[src/rtl/rsmd_pkg.sv]
package rsmd_pkg;

  typedef struct packed {
    logic [7:0]  data_byte;
    logic        last_byte;
    logic [15:0] buffer_level;
  } in_t;

  typedef struct packed {
    logic       payload_valid;
    logic [7:0] payload_byte;
    logic       packet_end;
    logic [2:0] status;
    logic [3:0] frame_count;
  } out_t;

  typedef struct packed {
    logic [15:0] byte_position;
    logic [17:0] header_end;
    logic        extension_present;
    logic [7:0]  extension_count_high;
    logic [2:0]  packet_verdict;
    logic [3:0]  frames_in_packet;
  } state_t;

  localparam logic [2:0] STATUS_DELIVERED  = 3'd0;
  localparam logic [2:0] STATUS_TOO_SHORT  = 3'd1;
  localparam logic [2:0] STATUS_FRAGMENTED = 3'd2;
  localparam logic [2:0] STATUS_EMPTY      = 3'd3;
  localparam logic [2:0] STATUS_DROPPED    = 3'd4;

  localparam logic [17:0] RTP_FIXED_LEN          = 18'd12;
  localparam logic [17:0] HEADER_END_UNREACHABLE = 18'h3FFFF;
  localparam logic [15:0] POSITION_MAX           = 16'hFFFF;
  localparam logic [15:0] THRESHOLD_RESET        = 16'd8192;

  localparam state_t STATE_RESET = '{
    byte_position:        16'd0,
    header_end:           RTP_FIXED_LEN,
    extension_present:    1'b0,
    extension_count_high: 8'd0,
    packet_verdict:       STATUS_DELIVERED,
    frames_in_packet:     4'd0
  };

endpackage

[src/rtl/rsmd_step.sv]
module rsmd_step
  import rsmd_pkg::*;
(
  input  state_t      cur,
  input  in_t         item,
  input  logic [15:0] threshold,
  output state_t      nxt,
  output logic        emit,
  output out_t        result
);

  logic [15:0] pos;
  logic [17:0] pos_wide;
  logic [18:0] hend_p2;
  logic [18:0] hend_p3;
  logic [15:0] words;
  logic [18:0] ext_end;
  logic        forward;
  logic [2:0]  status;

  always_comb begin
    pos      = cur.byte_position;
    pos_wide = {2'b00, pos};
    hend_p2  = {1'b0, cur.header_end} + 19'd2;
    hend_p3  = {1'b0, cur.header_end} + 19'd3;
    words    = {cur.extension_count_high, item.data_byte};
    ext_end  = {1'b0, cur.header_end} + 19'd4 + {1'b0, words, 2'b00};
    forward  = 1'b0;
    nxt      = cur;

    if (pos == 16'd0) begin
      nxt.header_end        = RTP_FIXED_LEN + {12'd0, item.data_byte[3:0], 2'b00};
      nxt.extension_present = item.data_byte[4];
    end else if (cur.extension_present && ({3'd0, pos} == hend_p2)) begin
      nxt.extension_count_high = item.data_byte;
    end else if (cur.extension_present && ({3'd0, pos} == hend_p3)) begin
      if (ext_end >= 19'h0FFFF) begin
        nxt.header_end = HEADER_END_UNREACHABLE;
      end else begin
        nxt.header_end = ext_end[17:0];
      end
      nxt.extension_present = 1'b0;
    end else if (!cur.extension_present && (pos_wide == cur.header_end)) begin
      nxt.frames_in_packet = item.data_byte[3:0];
      if (item.data_byte[7:5] != 3'd0) begin
        nxt.packet_verdict = STATUS_FRAGMENTED;
      end else if (item.buffer_level >= threshold) begin
        nxt.packet_verdict = STATUS_DROPPED;
      end else begin
        nxt.packet_verdict = STATUS_DELIVERED;
      end
    end else if (!cur.extension_present && (pos_wide > cur.header_end)) begin
      forward = (cur.packet_verdict == STATUS_DELIVERED);
    end

    // outcome uses the state as updated by this byte
    status = STATUS_DELIVERED;
    if (item.last_byte) begin
      if (nxt.extension_present || (pos_wide < nxt.header_end)) begin
        status = STATUS_TOO_SHORT;
      end else if (pos_wide == nxt.header_end) begin
        status = (nxt.packet_verdict == STATUS_FRAGMENTED) ? STATUS_FRAGMENTED : STATUS_EMPTY;
      end else begin
        status = nxt.packet_verdict;
      end
    end

    result.payload_valid = forward;
    result.payload_byte  = forward ? item.data_byte : 8'd0;
    result.packet_end    = item.last_byte;
    result.status        = status;
    result.frame_count   = nxt.frames_in_packet;
    emit                 = forward || item.last_byte;

    if (item.last_byte) begin
      nxt = STATE_RESET;
    end else if (pos < POSITION_MAX) begin
      nxt.byte_position = pos + 16'd1;
    end
  end

endmodule

[src/rtl/rtp_sbc_media_packet_deframer.sv]
// channel  | direction | handshake              | payload
// ---------+-----------+------------------------+----------------------------
// input    | in        | in_valid / in_ready    | in_data  (rsmd_pkg::in_t)
// result   | out       | out_valid / out_ready  | out_data (rsmd_pkg::out_t)
// config   | in        | cfg_we                 | cfg_wdata (threshold)
//
// one byte per cycle sustained while results are taken; each result passes the input
// register, then the result register
// synchronous reset clears all packet state and loads the threshold with 8192
// a held result stalls the input only when the next byte also makes a result
module rtp_sbc_media_packet_deframer
  import rsmd_pkg::*;
(
  input  logic        clk,
  input  logic        rst,
  input  logic        in_valid,
  output logic        in_ready,
  input  in_t         in_data,
  output logic        out_valid,
  input  logic        out_ready,
  output out_t        out_data,
  input  logic        cfg_we,
  input  logic [15:0] cfg_wdata
);

  logic        s1_valid;
  in_t         s1_data;
  state_t      st;
  state_t      st_next;
  logic [15:0] threshold;
  logic        emit;
  out_t        result;
  logic        out_free;
  logic        s1_adv;

  rsmd_step u_step (
    .cur       (st),
    .item      (s1_data),
    .threshold (threshold),
    .nxt       (st_next),
    .emit      (emit),
    .result    (result)
  );

  assign out_free = !out_valid || out_ready;
  assign s1_adv   = s1_valid && (!emit || out_free);
  assign in_ready = !s1_valid || s1_adv;

  always_ff @(posedge clk) begin
    if (rst) begin
      s1_valid  <= 1'b0;
      st        <= STATE_RESET;
      threshold <= THRESHOLD_RESET;
      out_valid <= 1'b0;
    end else begin
      if (cfg_we) begin
        threshold <= cfg_wdata;
      end
      if (in_ready) begin
        s1_valid <= in_valid;
      end
      if (s1_adv) begin
        st <= st_next;
      end
      if (out_free) begin
        out_valid <= s1_adv && emit;
      end
    end
  end

  always_ff @(posedge clk) begin
    if (in_valid && in_ready) begin
      s1_data <= in_data;
    end
    if (s1_adv && emit) begin
      out_data <= result;
    end
  end

endmodule

[config.mk]
export PLATFORM = sky130hd
export DESIGN_NAME = rtp_sbc_media_packet_deframer
export DESIGN_NICKNAME = d
export VERILOG_FILES = /design/src/rtl/rsmd_pkg.sv /design/src/rtl/rsmd_step.sv /design/src/rtl/rtp_sbc_media_packet_deframer.sv
export SDC_FILE = /design/constraint.sdc
export NUM_CORES = 1
export LEC_CHECK = 0
export BUFFER_PORTS_ARGS = -buffer_cell sky130_fd_sc_hd__buf_2
export CAP_MARGIN = 25
export CELL_PAD_IN_SITES_DETAIL_PLACEMENT = 1
export CELL_PAD_IN_SITES_GLOBAL_PLACEMENT = 2
export CORE_UTILIZATION = 38
export DETAILED_ROUTE_END_ITERATION = 8
export GPL_TIMING_DRIVEN = 0
export PLACE_DENSITY = 0.87
export REMOVE_ABC_BUFFERS = 1
export SKIP_LAST_GASP = 1
export SLEW_MARGIN = 20
export SYNTH_ARGS = -nofsm -noshare
export SYNTH_HDL_FRONTEND = slang
export SYNTH_SLANG_ARGS = --single-unit
[constraint.sdc]
create_clock -name clk -period 6 [get_ports clk]
set_input_delay 0 -clock clk [delete_from_list [all_inputs] [get_ports clk]]
set_output_delay 0 -clock clk [all_outputs]
set_load 0.02 [all_outputs]
# After elaboration in Yosys (flattened, before gate mapping)
# Index checks and enable logic that the tools add are counted.
# word_totals
regBits	110
inputBits	46
output_inout_bits	19
wordCells	82
# op_classes
addsub	6
n_lt_le_gt_ge	5
eq_ne	6
muxes	22
bitwise_logic	1
reduce_logical	24
# op_table
cell	count
19-bit two-way mux	3
18-bit by 2-bit adder with 19-bit output, second input constant	2
16-bit by 19-bit == test with 1-bit output	2
16-bit by 18-bit == test with 1-bit output	2
34-bit two-way mux	1
16-bit two-way mux	2
7-bit two-way mux	3
18-bit by 3-bit adder with 19-bit output, second input constant	1
19-bit by 18-bit adder with 19-bit output	1
19-bit by 16-bit greater-or-equal comparator with 1-bit output, second input constant	1
16-bit by 18-bit > comparator with 1-bit output	1
16-bit by 18-bit < comparator with 1-bit output	1
18-bit two-way mux	1
16-bit by 1-bit adder with 16-bit output, second input constant	1
16-bit greater-or-equal comparator	1
16-bit logical NOT	1
16-bit < comparator, second input constant	1
15-bit two-way mux	1
3-bit two-way mux	3
8-bit two-way mux	1
4-bit by 6-bit adder with 7-bit output, first input constant	1
1-bit logical AND	7
1-bit two-way mux	7
1-bit logical OR	5
other kinds (10)	14

# Logic depth before layout (Yosys ltp)
# depth
word_depth	13
depth_mapped	26
mapped_depth_nobuf	25

# Cells and area by module
# From an unflattened synthesis, not the netlist that was laid out.
# hier_totals
hier_cells	1011
area_unflattened_um2	9063.7
# modules_own_cells
mod	n_inst	cells_per_inst	area_each_um2	seq_area_each_um2
rsmd_step	1	689	4845.9	0.0
rtp_sbc_media_packet_deframer	1	322	4217.8	2622.5

# Worst setup path before layout
# No wires, ideal clock.
# synth_timing
path_type	register to register
startpoint	register st[17] (netlist name)
endpoint	register out_data[4] (netlist name), data pin
setup_ns	0.259
arrival_ns	4.679
required_ns	5.741
slack_ns	1.063
path_stages_with_launch	21
synth_period_minus_slack_ns	4.937
path_cell_list	dfxtp_1 -> ha_1 -> a21oi_2 -> or4_1 -> clkbuf_2 -> o31a_1 -> or4_4 -> or4b_4 -> nor2_4 -> buf_8 -> mux2i_1 -> nand2_1 -> ha_1 -> a21o_1 -> a21o_1 -> a21oi_1 -> o211ai_1 -> a21o_1 -> a21oi_1 -> a211o_1 -> o31a_1
# synth_between
elab_chain_cells	10
elab_cells_between_ends	26
classes_between	4 x add/sub; 2 x order compare; 5 x eq/ne; 11 x mux; 4 x reduce/logical
# synth_rtl
element	line_no	rtl
start, declared	rtp_sbc_media_packet_deframer.sv:28	state_t st;
start signal, assigned	rtp_sbc_media_packet_deframer.sv:63	st <= st_next;
18-bit by 3-bit adder with 19-bit output (tied with other cells)	rsmd_step.sv:27	ext_end = {1'b0, cur.header_end} + 19'd4 + {1'b0, words, 2'b00};
19-bit by 18-bit adder with 19-bit output (tied with other cells)	rsmd_step.sv:27	
19-bit by 16-bit greater-or-equal comparator with 1-bit output (tied with other cells)	rsmd_step.sv:37	if (ext_end >= 19'h0FFFF) begin
18-bit two-way mux / 7-bit two-way mux (equally long branches)	rsmd_step.sv:37, rsmd_step.sv:36	
19-bit two-way mux / 7-bit two-way mux (equally long branches)	rsmd_step.sv:36, rsmd_step.sv:34	
19-bit two-way mux / 15-bit two-way mux (equally long branches)	rsmd_step.sv:34, rsmd_step.sv:31	
19-bit two-way mux / 3-bit by 2-bit == test with 1-bit output (equally long branches)	rsmd_step.sv:31, rsmd_step.sv:62	
16-bit by 18-bit < comparator with 1-bit output (tied with other cells)	rsmd_step.sv:59	if (nxt.extension_present || (pos_wide < nxt.header_end)) begin
1-bit logical OR / 3-bit two-way mux (equally long branches)	rsmd_step.sv:59, rsmd_step.sv:61	
1-bit two-way mux (*)	rsmd_step.sv:59	
end signal, assigned	rtp_sbc_media_packet_deframer.sv:76	out_data <= result;
end, declared	rtp_sbc_media_packet_deframer.sv:21	output out_t out_data,
# Mark *: on every way between the ends. The rest lies on a longest branch, timed or not. The select of a mux whose other input is x is not followed.
# A chain may end at the register's enable or synchronous reset.

# Worst setup path in the final report
# layout_timing
startpoint	register st[18] (netlist name)
endpoint	register out_data[4] (netlist name), data pin
# The elaborated chain is that of the path after synthesis.

==> impl_metrics.py <==
metrics = {
    "synth": {
        "netlist_instances": 911,
        "ys_types": 80,
        "synth_top_cell_by_area": "dfxtp_1",
        "ys_ff_latch": 110,
        "synthesis.area_sq_mm": 0.00800,
        "ys_warn_count": 0,
        "avgSynthCellArea_sq_um": 8.78,
        "synth-edff-count": 42,
        "async_flop_share_pct": 0,
        "synth_ff_type": "dfxtp_1",
        "synth_common_cells": "ha_1 (86), nor2_1 (70), dfxtp_1 (68)",
        "synthTopCellsByArea": "dfxtp_1 (17%), edfxtp_1 (16%), ha_1 (13%)",
        "yosysMostFrequentCell": "ha_1",
        "synth_top_area_share_pct": 17.0,
        "yosysSeqAreaShare_pct": 32.8,
    },
    "drt": {
        "dr.pass1.iters": 4,
        "drcViolationCount": 0,
        "wirelength_microns": 25400,
        "vias_per_cell": 5.70,
        "wl_per_cell_microns": 20.1,
        "ant_nets": 0,
        "drt_iter0_markers": 321,
        "vias": 7200,
    },
    "critical_path": {
        "cp-end-kind": "flop",
        "worst_ep_required_time_ps": 6110,
        "timing.rr.end": "out_data[4]$_SDFFCE_PN0P_",
        "rr_startpoint": "st[18]$_SDFFE_PP1P_",
        "reg2reg_slack_ps": 230,
        "worstPathArrival_ps": 5880,
        "crit_path_start_kind": "flop",
        "reg2reg_depth": 20,
        "worstSetupPathType": "reg2reg",
        "crit_fanout": 11,
    },
    "grt": {
        "track_usage_pct": 23.8,
        "grt_pass1_vias": 7316,
        "grt_max_degree": 38,
        "overflow": 0,
        "antenna_found_initial": 0,
        "grt_pass1_wl_microns": 40200,
    },
    "clocking": {
        "cts_max_level": 3,
        "cts_buffers": 9,
        "clk_latency_ps": 360,
        "cts.clk_slew.worst_paths_ps": 80,
        "cts.sinks": 110,
        "root_buffer": "clkbuf_16",
        "clockBufferDepth": 2,
        "cts_tree": "done",
    },
    "cells_and_area": {
        "final_util_pct": 45.5,
        "area_delta_synth_final_pct": 16.2,
        "final_cell_count_no_fill": 1263,
        "diodes": 0,
        "nets": 1121,
        "drive_gt1_share_pct": 12.8,
        "fin_area_sq_mm": 0.00930,
    },
    "job": {
        "drv_cap": 0,
    },
    "floorplanning": {
        "die_w_microns": 147,
        "placeableCoreArea_sq_mm": 0.0204,
        "pin_count": 65,
        "die_area_sq_mm": 0.0216,
        "die_h_microns": 147,
        "initial_core_util_pct": 39.2,
        "rows": 52,
    },
    "worst_hold_path": {
        "hp-start": "out_ready",
        "min_to": "out_valid$_SDFFE_PP0P_",
        "hp-class": "in2reg",
        "hold-path-cell-count": 4,
    },
    "power_and_ir_drop": {
        "powerDensity_mw_per_mm2": 179,
        "peakVddDrop_uv": 144,
        "cellLeakagePower_nw": 3.86,
    },
    "place": {
        "io_buffers": 64,
        "dp.final_hpwl_microns": 18500,
        "dp_cells": 1199,
        "placed_area_sq_mm": 0.00847,
        "dp_slack_ps": -195,
        "gp_congestion": 0.839,
    },
    "timing": {
        "tightest_slew_ps": 1090,
        "fmax_ghz": 0.173,
        "layout_setup_ws_ps": 230,
        "slew_headroom_pct": 25.6,
        "fin_crit_ps": 5770,
        "period_share_pct": 96.2,
        "hold_viol": 0,
        "slew_viol_final": 0,
        "rsz0062_at_grt": "false",
        "finalSetupViolations": 0,
        "worst_clock_skew_ps": 7.32,
    },
    "status": {
        "status": "completed",
    },
}
[worst max-delay path: stages, from the launching register on]
cell and delay, ps:
dfxtp_2 470, ha_1 320, a21oi_2 100, or4_1 680, o31a_1 350, or4_4 550, or4b_4 570, nor2_4 240
buf_4 200, nor2_1 50, a31oi_1 190, nand2_1 100, ha_1 290, nand4_1 160, nor2_1 200, o21ai_0 120
o211ai_1 100, a21o_1 140, a21oi_1 70, a211o_1 350, o31a_1 260
[cell families after synthesis]
family          count (synthesis)  share of synthesized area (%)
xor+xnor                       49                           5.37
simple gates                  330                           21.3
flops                         110                           32.8
fa+ha+maj                      87                           13.7
mux                            20                           2.53
compound gates                211                           18.6
buf+inv                       104                           5.72
[layout by cell type, fill, tap and decap left out, drive strengths merged, types with 5 or more instances in the layout]
cell type     n
ha           86
buf          74
nor2         71
dfxtp        68
nand2        66
inv          57
a21oi        47
dlygate4sd3  42
edfxtp       42
nand3        41
xnor2        41
nor3         39
o21ai        35
a21o         26
nand2b       18
mux2i        18
and2         16
nand4        15
nor4         15
a31oi        13
and4          9
and3          9
clkbuf        9
o31a          9
xor2          8
o211ai        7
o21a          7
a211oi        7
nor2b         6
o31ai         6
nor3b         6
a32o          5
[power by group]
| group | switching [mW] | internal (mW) | total (mW) | leakage (nW) |
|---|---|---|---|---|
| Clock | 0.306 | 0.332 | 0.638 | 0.154 |
| Sequential | 0.0214 | 0.796 | 0.817 | 0.970 |
| Combinational | 0.117 | 0.0910 | 0.208 | 2.73 |
| Total | 0.445 | 1.22 | 1.66 | 3.86 |
[stage by stage]
stage / hold WS [ps] / power (mW) / setup TNS, ps
2_1_floorplan: 69.1 / 0.936 / 0
3_3_place_gp: 178 / 1.00 / -516
3_5_place_dp: 179 / 1.01 / -523
4_1_cts: 3.76 / 1.67 / 0
5_1_grt: 18.3 / 1.72 / 0
6_report: 16.0 / 1.66 / 0
[routing by layer]
layer	vias to the layer above	GRT usage (%)	wire length (microns)
li1	3494	-	-
met4	0	6.96	537
met2	133	40.5	12200
met1	3544	31.0	11600
met3	29	3.88	999
met5	-	0	0
[sequential cells by signal, summed over array words and instances (netlist names)]
signal,cells
s1_valid,1
threshold,16
out_data,17
out_valid,1
s1_data,25
st,50
[worst max path at each step]
| stage | end | from |
|---|---|---|
| final | out_data[4]$_SDFFCE_PN0P_ | st[18]$_SDFFE_PP1P_ |
| after global routing | out_data[6]$_SDFFCE_PP0P_ | st[22]$_SDFFE_PP0P_ |
| after CTS | out_data[5]$_SDFFCE_PP0P_ | st[18]$_SDFFE_PP1P_ |
| after detailed placement | out_data[5]$_SDFFCE_PP0P_ | st[18]$_SDFFE_PP1P_ |
| after global placement | out_data[5]$_SDFFCE_PP0P_ | st[18]$_SDFFE_PP1P_ |
| after floorplan | out_data[5]$_SDFFCE_PP0P_ | st[18]$_SDFFE_PP1P_ |
[final cells by class]
cell class | instances | area [sq um]
fillers | 2432 | 11100
multi-input cells | 697 | 4990
flip-flops and latches | 110 | 2630
repair buffers | 116 | 835
well taps | 270 | 338
clock buffers | 9 | 225
inverters | 54 | 203
clock inverters | 7 | 80.1
[what timing repair did]
action	in CTS	in global routing
endpoints found under the setup margin	3	3
gates resized for setup	3	10
hold buffers	42	0
endpoints found under the hold margin	42	0
pin swaps	0	1
buffers inserted	0	5
(Power assumes the default switching activity.)
